===== config.mk =====
export PLATFORM = sky130hd
export DESIGN_NAME = aes_cbc_ctrl
export DESIGN_NICKNAME = d
export VERILOG_FILES = /design/src/hw/rtl/aes_cbc_pkg.sv /design/src/hw/rtl/aes_cbc_ctrl.sv
export SDC_FILE = /design/constraint.sdc
export NUM_CORES = 1
export LEC_CHECK = 0
export BUFFER_PORTS_ARGS = -buffer_cell sky130_fd_sc_hd__buf_2
export CAP_MARGIN = 30
export CORE_AREA = 2 2 41 43
export CTS_BUF_LIST = sky130_fd_sc_hd__clkbuf_2 sky130_fd_sc_hd__clkbuf_4 sky130_fd_sc_hd__clkbuf_8
export CTS_CLUSTER_DIAMETER = 40
export CTS_CLUSTER_SIZE = 24
export DETAILED_ROUTE_END_ITERATION = 10
export DIE_AREA = 0 0 43 45
export HOLD_SLACK_MARGIN = 0.1
export PLACE_DENSITY = 0.68
export SLEW_MARGIN = 15
export SYNTH_ARGS = -nofsm -noshare
export SYNTH_HDL_FRONTEND = slang
export SYNTH_SLANG_ARGS = --single-unit

===== constraint.sdc =====
create_clock -name clk_i -period 2.4 [get_ports clk_i]
set_input_delay 0.48 -clock clk_i [delete_from_list [all_inputs] [get_ports clk_i]]
set_output_delay 0.48 -clock clk_i [all_outputs]
set_load 0.02 [all_outputs]

===== src/hw/rtl/aes_cbc_pkg.sv =====
`default_nettype none

package aes_cbc_pkg;

  // Register indexes on the config port
  localparam logic [2:0] REG_MODE    = 3'd0;
  localparam logic [2:0] REG_KEY_HI  = 3'd1;
  localparam logic [2:0] REG_KEY_LO  = 3'd2;
  localparam logic [2:0] REG_IV_HI   = 3'd3;
  localparam logic [2:0] REG_IV_LO   = 3'd4;

  localparam logic [3:0] LAST_ROUND  = 4'd10;
  localparam logic [7:0] GF_POLY     = 8'h1b;

  // Command from controller to datapath
  typedef struct packed {
    logic       load;   // word accepted this cycle
    logic       kexp;   // forward key expansion step only
    logic       addk;   // initial key addition for decryption
    logic       round;  // one cipher round
    logic       dec;    // decrypt direction
    logic [3:0] rnd;    // current round number
  } cmd_t;

  localparam logic [7:0] SBOX [256] = '{
    8'h63,8'h7c,8'h77,8'h7b,8'hf2,8'h6b,8'h6f,8'hc5,8'h30,8'h01,8'h67,8'h2b,8'hfe,8'hd7,8'hab,8'h76,
    8'hca,8'h82,8'hc9,8'h7d,8'hfa,8'h59,8'h47,8'hf0,8'had,8'hd4,8'ha2,8'haf,8'h9c,8'ha4,8'h72,8'hc0,
    8'hb7,8'hfd,8'h93,8'h26,8'h36,8'h3f,8'hf7,8'hcc,8'h34,8'ha5,8'he5,8'hf1,8'h71,8'hd8,8'h31,8'h15,
    8'h04,8'hc7,8'h23,8'hc3,8'h18,8'h96,8'h05,8'h9a,8'h07,8'h12,8'h80,8'he2,8'heb,8'h27,8'hb2,8'h75,
    8'h09,8'h83,8'h2c,8'h1a,8'h1b,8'h6e,8'h5a,8'ha0,8'h52,8'h3b,8'hd6,8'hb3,8'h29,8'he3,8'h2f,8'h84,
    8'h53,8'hd1,8'h00,8'hed,8'h20,8'hfc,8'hb1,8'h5b,8'h6a,8'hcb,8'hbe,8'h39,8'h4a,8'h4c,8'h58,8'hcf,
    8'hd0,8'hef,8'haa,8'hfb,8'h43,8'h4d,8'h33,8'h85,8'h45,8'hf9,8'h02,8'h7f,8'h50,8'h3c,8'h9f,8'ha8,
    8'h51,8'ha3,8'h40,8'h8f,8'h92,8'h9d,8'h38,8'hf5,8'hbc,8'hb6,8'hda,8'h21,8'h10,8'hff,8'hf3,8'hd2,
    8'hcd,8'h0c,8'h13,8'hec,8'h5f,8'h97,8'h44,8'h17,8'hc4,8'ha7,8'h7e,8'h3d,8'h64,8'h5d,8'h19,8'h73,
    8'h60,8'h81,8'h4f,8'hdc,8'h22,8'h2a,8'h90,8'h88,8'h46,8'hee,8'hb8,8'h14,8'hde,8'h5e,8'h0b,8'hdb,
    8'he0,8'h32,8'h3a,8'h0a,8'h49,8'h06,8'h24,8'h5c,8'hc2,8'hd3,8'hac,8'h62,8'h91,8'h95,8'he4,8'h79,
    8'he7,8'hc8,8'h37,8'h6d,8'h8d,8'hd5,8'h4e,8'ha9,8'h6c,8'h56,8'hf4,8'hea,8'h65,8'h7a,8'hae,8'h08,
    8'hba,8'h78,8'h25,8'h2e,8'h1c,8'ha6,8'hb4,8'hc6,8'he8,8'hdd,8'h74,8'h1f,8'h4b,8'hbd,8'h8b,8'h8a,
    8'h70,8'h3e,8'hb5,8'h66,8'h48,8'h03,8'hf6,8'h0e,8'h61,8'h35,8'h57,8'hb9,8'h86,8'hc1,8'h1d,8'h9e,
    8'he1,8'hf8,8'h98,8'h11,8'h69,8'hd9,8'h8e,8'h94,8'h9b,8'h1e,8'h87,8'he9,8'hce,8'h55,8'h28,8'hdf,
    8'h8c,8'ha1,8'h89,8'h0d,8'hbf,8'he6,8'h42,8'h68,8'h41,8'h99,8'h2d,8'h0f,8'hb0,8'h54,8'hbb,8'h16
  };

  localparam logic [7:0] INV_SBOX [256] = '{
    8'h52,8'h09,8'h6a,8'hd5,8'h30,8'h36,8'ha5,8'h38,8'hbf,8'h40,8'ha3,8'h9e,8'h81,8'hf3,8'hd7,8'hfb,
    8'h7c,8'he3,8'h39,8'h82,8'h9b,8'h2f,8'hff,8'h87,8'h34,8'h8e,8'h43,8'h44,8'hc4,8'hde,8'he9,8'hcb,
    8'h54,8'h7b,8'h94,8'h32,8'ha6,8'hc2,8'h23,8'h3d,8'hee,8'h4c,8'h95,8'h0b,8'h42,8'hfa,8'hc3,8'h4e,
    8'h08,8'h2e,8'ha1,8'h66,8'h28,8'hd9,8'h24,8'hb2,8'h76,8'h5b,8'ha2,8'h49,8'h6d,8'h8b,8'hd1,8'h25,
    8'h72,8'hf8,8'hf6,8'h64,8'h86,8'h68,8'h98,8'h16,8'hd4,8'ha4,8'h5c,8'hcc,8'h5d,8'h65,8'hb6,8'h92,
    8'h6c,8'h70,8'h48,8'h50,8'hfd,8'hed,8'hb9,8'hda,8'h5e,8'h15,8'h46,8'h57,8'ha7,8'h8d,8'h9d,8'h84,
    8'h90,8'hd8,8'hab,8'h00,8'h8c,8'hbc,8'hd3,8'h0a,8'hf7,8'he4,8'h58,8'h05,8'hb8,8'hb3,8'h45,8'h06,
    8'hd0,8'h2c,8'h1e,8'h8f,8'hca,8'h3f,8'h0f,8'h02,8'hc1,8'haf,8'hbd,8'h03,8'h01,8'h13,8'h8a,8'h6b,
    8'h3a,8'h91,8'h11,8'h41,8'h4f,8'h67,8'hdc,8'hea,8'h97,8'hf2,8'hcf,8'hce,8'hf0,8'hb4,8'he6,8'h73,
    8'h96,8'hac,8'h74,8'h22,8'he7,8'had,8'h35,8'h85,8'he2,8'hf9,8'h37,8'he8,8'h1c,8'h75,8'hdf,8'h6e,
    8'h47,8'hf1,8'h1a,8'h71,8'h1d,8'h29,8'hc5,8'h89,8'h6f,8'hb7,8'h62,8'h0e,8'haa,8'h18,8'hbe,8'h1b,
    8'hfc,8'h56,8'h3e,8'h4b,8'hc6,8'hd2,8'h79,8'h20,8'h9a,8'hdb,8'hc0,8'hfe,8'h78,8'hcd,8'h5a,8'hf4,
    8'h1f,8'hdd,8'ha8,8'h33,8'h88,8'h07,8'hc7,8'h31,8'hb1,8'h12,8'h10,8'h59,8'h27,8'h80,8'hec,8'h5f,
    8'h60,8'h51,8'h7f,8'ha9,8'h19,8'hb5,8'h4a,8'h0d,8'h2d,8'he5,8'h7a,8'h9f,8'h93,8'hc9,8'h9c,8'hef,
    8'ha0,8'he0,8'h3b,8'h4d,8'hae,8'h2a,8'hf5,8'hb0,8'hc8,8'heb,8'hbb,8'h3c,8'h83,8'h53,8'h99,8'h61,
    8'h17,8'h2b,8'h04,8'h7e,8'hba,8'h77,8'hd6,8'h26,8'he1,8'h69,8'h14,8'h63,8'h55,8'h21,8'h0c,8'h7d
  };

  function automatic logic [7:0] xtime(logic [7:0] x);
    return {x[6:0], 1'b0} ^ (x[7] ? GF_POLY : 8'h00);
  endfunction

  // Round constant used when deriving the key of round r
  function automatic logic [7:0] rcon(logic [3:0] r);
    logic [7:0] v;
    case (r)
      4'd1:    v = 8'h01;
      4'd2:    v = 8'h02;
      4'd3:    v = 8'h04;
      4'd4:    v = 8'h08;
      4'd5:    v = 8'h10;
      4'd6:    v = 8'h20;
      4'd7:    v = 8'h40;
      4'd8:    v = 8'h80;
      4'd9:    v = 8'h1b;
      4'd10:   v = 8'h36;
      default: v = 8'h00;
    endcase
    return v;
  endfunction

  function automatic logic [31:0] sub_rot(logic [31:0] w);
    return {SBOX[w[23:16]], SBOX[w[15:8]], SBOX[w[7:0]], SBOX[w[31:24]]};
  endfunction

  // Next round key from the current one
  function automatic logic [127:0] key_next(logic [127:0] k, logic [7:0] rc);
    logic [31:0] n0, n1, n2, n3;
    n0 = k[127:96] ^ sub_rot(k[31:0]) ^ {rc, 24'h0};
    n1 = k[95:64] ^ n0;
    n2 = k[63:32] ^ n1;
    n3 = k[31:0] ^ n2;
    return {n0, n1, n2, n3};
  endfunction

  // Previous round key; rc is the constant of the current round
  function automatic logic [127:0] key_prev(logic [127:0] k, logic [7:0] rc);
    logic [31:0] p0, p1, p2, p3;
    p3 = k[31:0] ^ k[63:32];
    p2 = k[63:32] ^ k[95:64];
    p1 = k[95:64] ^ k[127:96];
    p0 = k[127:96] ^ sub_rot(p3) ^ {rc, 24'h0};
    return {p0, p1, p2, p3};
  endfunction

  // Byte i sits at bits [127-8i -: 8]; byte index is row + 4*column
  function automatic logic [127:0] sub_shift(logic [127:0] s);
    logic [127:0] o;
    logic [7:0]   v;
    for (int c = 0; c < 4; c++) begin
      for (int r = 0; r < 4; r++) begin
        v = s[127 - 8 * (r + 4 * ((c + r) % 4)) -: 8];
        o[127 - 8 * (r + 4 * c) -: 8] = SBOX[v];
      end
    end
    return o;
  endfunction

  function automatic logic [127:0] inv_sub_shift(logic [127:0] s);
    logic [127:0] o;
    logic [7:0]   v;
    for (int c = 0; c < 4; c++) begin
      for (int r = 0; r < 4; r++) begin
        v = s[127 - 8 * (r + 4 * ((c + 4 - r) % 4)) -: 8];
        o[127 - 8 * (r + 4 * c) -: 8] = INV_SBOX[v];
      end
    end
    return o;
  endfunction

  function automatic logic [127:0] mix_cols(logic [127:0] s);
    logic [127:0] o;
    logic [7:0]   a0, a1, a2, a3;
    for (int c = 0; c < 4; c++) begin
      a0 = s[127 - 32 * c -: 8];
      a1 = s[119 - 32 * c -: 8];
      a2 = s[111 - 32 * c -: 8];
      a3 = s[103 - 32 * c -: 8];
      o[127 - 32 * c -: 8] = xtime(a0) ^ xtime(a1) ^ a1 ^ a2 ^ a3;
      o[119 - 32 * c -: 8] = a0 ^ xtime(a1) ^ xtime(a2) ^ a2 ^ a3;
      o[111 - 32 * c -: 8] = a0 ^ a1 ^ xtime(a2) ^ xtime(a3) ^ a3;
      o[103 - 32 * c -: 8] = xtime(a0) ^ a0 ^ a1 ^ a2 ^ xtime(a3);
    end
    return o;
  endfunction

  function automatic logic [127:0] inv_mix_cols(logic [127:0] s);
    logic [127:0] o;
    logic [7:0]   a   [4];
    logic [7:0]   m9  [4];
    logic [7:0]   m11 [4];
    logic [7:0]   m13 [4];
    logic [7:0]   m14 [4];
    logic [7:0]   x2, x4, x8;
    for (int c = 0; c < 4; c++) begin
      for (int k = 0; k < 4; k++) begin
        a[k]   = s[127 - 32 * c - 8 * k -: 8];
        x2     = xtime(a[k]);
        x4     = xtime(x2);
        x8     = xtime(x4);
        m9[k]  = x8 ^ a[k];
        m11[k] = x8 ^ x2 ^ a[k];
        m13[k] = x8 ^ x4 ^ a[k];
        m14[k] = x8 ^ x4 ^ x2;
      end
      o[127 - 32 * c -: 8] = m14[0] ^ m11[1] ^ m13[2] ^ m9[3];
      o[119 - 32 * c -: 8] = m9[0] ^ m14[1] ^ m11[2] ^ m13[3];
      o[111 - 32 * c -: 8] = m13[0] ^ m9[1] ^ m14[2] ^ m11[3];
      o[103 - 32 * c -: 8] = m11[0] ^ m13[1] ^ m9[2] ^ m14[3];
    end
    return o;
  endfunction

endpackage

`default_nettype wire


===== src/hw/rtl/aes_cbc_ctrl.sv =====
`default_nettype none

module aes_cbc_ctrl (
  input  wire logic             clk_i,
  input  wire logic             rst_ni,
  input  wire logic             in_valid_i,
  output logic                  in_ready_o,
  input  wire logic             out_ready_i,
  output logic                  out_valid_o,
  input  wire logic             mode_i,
  output aes_cbc_pkg::cmd_t     cmd_o
);

  localparam logic [1:0] S_IDLE  = 2'd0;
  localparam logic [1:0] S_KEXP  = 2'd1;
  localparam logic [1:0] S_ADDK  = 2'd2;
  localparam logic [1:0] S_ROUND = 2'd3;

  logic [1:0] state_q, state_d;
  logic [3:0] rnd_q, rnd_d;
  logic       mode_q, mode_d;
  logic       out_valid_q, out_valid_d;
  logic       accept, last, stall, finish;

  assign in_ready_o  = (state_q == S_IDLE);
  assign out_valid_o = out_valid_q;
  assign accept      = in_valid_i && (state_q == S_IDLE);

  // Last round waits while the output register is still full
  assign last   = (state_q == S_ROUND) &&
                  (mode_q ? (rnd_q == 4'd0) : (rnd_q == aes_cbc_pkg::LAST_ROUND));
  assign stall  = last && out_valid_q && !out_ready_i;
  assign finish = last && !stall;

  always_comb begin
    cmd_o.load  = accept;
    cmd_o.kexp  = (state_q == S_KEXP);
    cmd_o.addk  = (state_q == S_ADDK);
    cmd_o.round = (state_q == S_ROUND) && !stall;
    cmd_o.dec   = accept ? mode_i : mode_q;
    cmd_o.rnd   = rnd_q;
  end

  // Sequencer
  always_comb begin
    state_d     = state_q;
    rnd_d       = rnd_q;
    mode_d      = mode_q;
    out_valid_d = out_valid_q;
    if (out_ready_i) begin
      out_valid_d = 1'b0;
    end
    if (finish) begin
      out_valid_d = 1'b1;
    end
    case (state_q)
      S_IDLE: begin
        if (accept) begin
          mode_d  = mode_i;
          rnd_d   = 4'd1;
          state_d = mode_i ? S_KEXP : S_ROUND;
        end
      end
      S_KEXP: begin
        rnd_d = 4'(rnd_q + 4'd1);
        if (rnd_q == 4'd9) begin
          state_d = S_ADDK;
        end
      end
      S_ADDK: begin
        rnd_d   = 4'd9;
        state_d = S_ROUND;
      end
      S_ROUND: begin
        if (finish) begin
          state_d = S_IDLE;
        end else if (!stall) begin
          rnd_d = mode_q ? 4'(rnd_q - 4'd1) : 4'(rnd_q + 4'd1);
        end
      end
      default: state_d = S_IDLE;
    endcase
  end

  always_ff @(posedge clk_i or negedge rst_ni) begin
    if (!rst_ni) begin
      state_q     <= S_IDLE;
      rnd_q       <= 4'd0;
      mode_q      <= 1'b0;
      out_valid_q <= 1'b0;
    end else begin
      state_q     <= state_d;
      rnd_q       <= rnd_d;
      mode_q      <= mode_d;
      out_valid_q <= out_valid_d;
    end
  end

`ifndef SYNTH
  a_accept_busy: assert property (@(posedge clk_i) disable iff (!rst_ni)
    accept |=> (state_q != S_IDLE)) else $error("accepted word did not start");
  a_finish_valid: assert property (@(posedge clk_i) disable iff (!rst_ni)
    finish |=> out_valid_q) else $error("result not presented");
  a_kexp_dec: assert property (@(posedge clk_i) disable iff (!rst_ni)
    (state_q == S_KEXP) |-> mode_q) else $error("key expansion in encrypt");
  a_rnd_range: assert property (@(posedge clk_i) disable iff (!rst_ni)
    (state_q == S_ROUND) |-> (rnd_q <= aes_cbc_pkg::LAST_ROUND))
    else $error("round counter out of range");
`endif

endmodule

`default_nettype wire


==> Yosys cells after proc, flatten, opt, wreduce, memory -nomap -nowiden <==
Index checks and enable logic that the tools add are counted.
{ "totals": {"input_bits": 5, "wordCells": 43, "output_inout_bits": 11, "ff_bits": 8} }
{ "op_classes": {"add_sub_neg": 2, "muxes": 14, "n_eq_ne": 10, "reduce_logical": 13} }
{ "ops": {"columns": ["op", "count"], "rows": [
  ["$mux 4", 4],
  ["$pmux 4 s4", 1],
  ["$eq 4x4->1 const B", 2],
  ["$mux 2", 4],
  ["$pmux 2 s4", 1],
  ["$logic_and 1x1->1", 6],
  ["$ne 2x2->1 const B", 3],
  ["$reduce_and 3->1", 2],
  ["$add 4x1->4 const B", 1],
  ["$eq 2x2->1 const B", 2],
  ["$logic_not 4->1", 1],
  ["$mux 1", 4],
  ["$ne 2x1->1 const B", 2],
  ["$sub 4x1->4 const B", 1],
  ["$eq 2x1->1 const B", 1],
  ["$logic_not 1->1", 2],
  ["$logic_not 2->1", 1],
  ["$reduce_bool 2->1", 1]
]} }

==> Depth between registers and ports, before layout <==
{ "depth": {"word_depth": 9, "ltp_mapped": 7, "ltp_nobuf": 6} }

==> Worst setup path before layout <==
Ideal clock, no wire load.
{ "synth_path": {"path_kind": "register to output", "startpoint": "register state_q[0]", "endpoint": "output cmd_o[4] (netlist bit)", "t_arrival_ps": 1619, "path_buffers": 1, "required_ps": 1920, "path_stages_with_launch": 6, "slack_ps": 301, "cell_sequence": "dfrtp_1 inv_1 ha_1 clkbuf_1 and2_1 mux2_2"} }
{ "synth_rtl": {"columns": ["element", "line_no", "source"], "rows": [
  ["from (decl)", "aes_cbc_ctrl.sv:19", "logic [1:0] state_q, state_d;"],
  ["from (signal assigned)", "aes_cbc_ctrl.sv:92", "state_q <= state_d;"],
  ["to (decl)", "aes_cbc_ctrl.sv:11", "output aes_cbc_pkg::cmd_t cmd_o"]
]} }

==> results_dict.tcl <==
set metrics [dict create \
    status "complete, no violations" \
    rows 14 \
    critical_path.max_stage_delay_ps 400 \
    netlist_area_um2 688.2 \
    ir_drop_mv 0.7048 \
    multi_input_area_um2 440.4 \
    cts.clk_slew.worst_paths_ps 60 \
    grt.overflow.total 0 \
    drv_cap 0 \
    antennaDiodeCount 0 \
    drive_gt1_share_pct 30.68 \
    finalSetupViolations 0 \
    grt_use_total_pct 17.37 \
    cts_root_buf "clkbuf_4" \
    fp.dieH_um 45 \
    cts_tree "yes" \
    grt_pass1_wl_um 2477 \
    avgSynthCellArea_um2 9.558 \
    syn_inst 72 \
    fin_crit_sh_pct 93.45 \
    fin_ws_ps 157.2 \
    layout-area-overhead-vs-synth_pct 16.00 \
    detail_route.wl_per_cell_um 13.09 \
    hold_viol_final 0 \
    grt_antenna_before_repair 0 \
    power_density_nw_per_um2 1299 \
    cts_setup_buffers 0 \
    slew_viol_final 0 \
    worstPathArrival_ps 1760 \
    gp_congestion 0.7892 \
    hold_class "in2reg" \
    hpwl_um 1067 \
    ant_nets 0 \
    start_util_pct 46.77 \
    htreeDepth 1 \
    route.detailed.drc 0 \
    path_class "reg2out" \
    regArea_um2 200.2 \
    crit_required_ps 1920 \
    chipWidth_um 43 \
    fmax_mhz 445.9 \
    pre_cts_ws_ps 371.2 \
    mostFrequentLayoutCells "15 x buf_2, 8 x ha_1, 8 x dfrtp_1" \
    viasPerCell 5.567 \
    syn_nets 86 \
    cp_max_fo 9 \
    clock_path_buffers 2 \
    rsz0062_at_grt "false" \
    cp_slowest_cell "dfrtp_1" \
    period_needed_ps 2243 \
    clk_latency_ps 250 \
    grt_pass1_vias 548 \
    yosys_warnings 0 \
    fin_util_pct 54.25 \
    worstPathCellList "inv_1 -> ha_2 -> and2_1 -> mux2_2 -> buf_2" \
    drt-pass1-iter-count 4 \
    drt-total-wl_um 1361 \
    setup_tns_ps 0 \
    cts.sinks 8 \
    finalClockSkew_ps 7.494 \
    critPathLaunchType "register" \
    dieArea_um2 1935 \
    finalNetCount 104 \
    place.port_buffers 15 \
    route.vias.total 579 \
    grt_max_degree 10 \
    num_io_pins 16 \
    core-area_um2 1471 \
    tightest_slew_ps 398.1 \
    fillers 150 \
    yosysSeqAreaShare_pct 29.09 \
    final_common_cell "buf_2" \
    p_total_w 0.001037 \
    ys_seq_elements 8 \
    relSlewSlack_pct 73.41 \
    synthDistinctLibCells 31 \
    end_kind "primary output" \
    drt_iter0_drc 14 \
    cts_made_buffers 3 \
    p_leak_nw 0.3990 \
]
-- cell families after synthesis --
logic type | Yosys count | share of synthesized area, %
AOI/OAI and AO/OA | 15 | 15.27
and+or+nand+nor | 21 | 18.91
xor gates and xnor gates | 2 | 2.546
DFF | 8 | 29.09
adders and majority gates | 9 | 16.36
buffers and inverters | 10 | 7.272
muxes | 7 | 10.55
-- worst max-delay path: cells and delay by family (launching register included) --
kind | cells | cell delay, ps
adders and majority gates | 1 | 290
buffers and inverters | 2 | 280
DFF | 1 | 400
muxes | 1 | 330
and+or+nand+nor | 1 | 200
-- synthesized netlist by cell type --
master    n  area (µm²)
a22oi_1   1       7.510
nor4_1    2       12.51
a211oi_2  2       25.02
o21ai_0   4       20.02
dfrtp_1   8       200.2
o32ai_1   1       8.760
or4b_4    1       13.76
nand3b_1  2       15.01
nand2b_1  1       6.260
buf_6     1       11.26
inv_1     6       22.52
mux2i_1   5       50.05
o211ai_1  1       7.510
nand3_1   1       5.000
and2_1    1       6.260
ha_1      9       112.6
mux2_2    2       22.52
clkbuf_1  1       3.750
or2_2     2       12.51
and4_1    1       8.760
nor2_1    2       7.510
xnor2_1   1       8.760
buf_2     1       5.000
buf_4     1       7.510
a22o_1    1       8.760
nand2_1   4       15.01
a21oi_1   4       20.02
xor2_1    1       8.760
nand4b_1  1       8.760
o31ai_1   1       7.510
nor2b_1   3       18.77
-- layer usage --
layer	wire, µm	up-vias	track usage [%]
li1	-	288	-
met1	647	270	23.50
met2	624	15	26.97
met3	50	6	1.200
met4	38	0	11.52
met5	0	-	0
-- layout make-up --
type | count | share of cell area (%)
flip-flops and latches | 8 | 25.08
clock buffers | 3 | 2.821
well taps | 16 | 2.508
multi-input cells | 54 | 55.17
repair buffers | 17 | 11.60
inverters | 6 | 2.821
-- power by group --
part           switching (W)  leakage [nW]  internal, W
Sequential         0.0000787        0.0992     0.000193
Clock              0.0000453        0.0138    0.0000572
Combinational       0.000380         0.286     0.000284
-- flip-flops by register name, indices dropped and copies added (netlist names) --
name         cells
rnd_q            4
state_q          2
out_valid_o      1
mode_q           1
-- stage by stage --
| step | hold WS, ps | std cells | instance area, µm² |
|---|---|---|---|
| detailed placement | 333.1 | 100 | 763.2 |
| global placement | 330.3 | 100 | 763.2 |
| CTS | 449.6 | 104 | 795.8 |
| global route | 469.1 | 104 | 798.3 |
| finish | 453.8 | 104 | 798.3 |
| floorplan | 184.4 | 72 | 688.2 |
-- final timing paths --
kind                                  from    endpoint  slack, ps  cells past startpoint
worst max register to register    rnd_q[0]    rnd_q[0]        650                      6
max in group asynchronous           rst_ni    rnd_q[0]       1610                      2
worst max-delay path            state_q[0]    cmd_o[4]        160                      5
min in group asynchronous           rst_ni    rnd_q[3]        600                      2
worst min register to register  state_q[1]  state_q[1]        640                      2
worst min-delay path            in_valid_i    rnd_q[2]        450                      2
-- what timing repair did --
item,in CTS,in global routing
hold endpoints to repair,8,0
gates resized for setup,0,1
hold buffers,1,0
setup endpoints to repair,0,1
No activity file was read; power rests on OpenSTA's default activity.
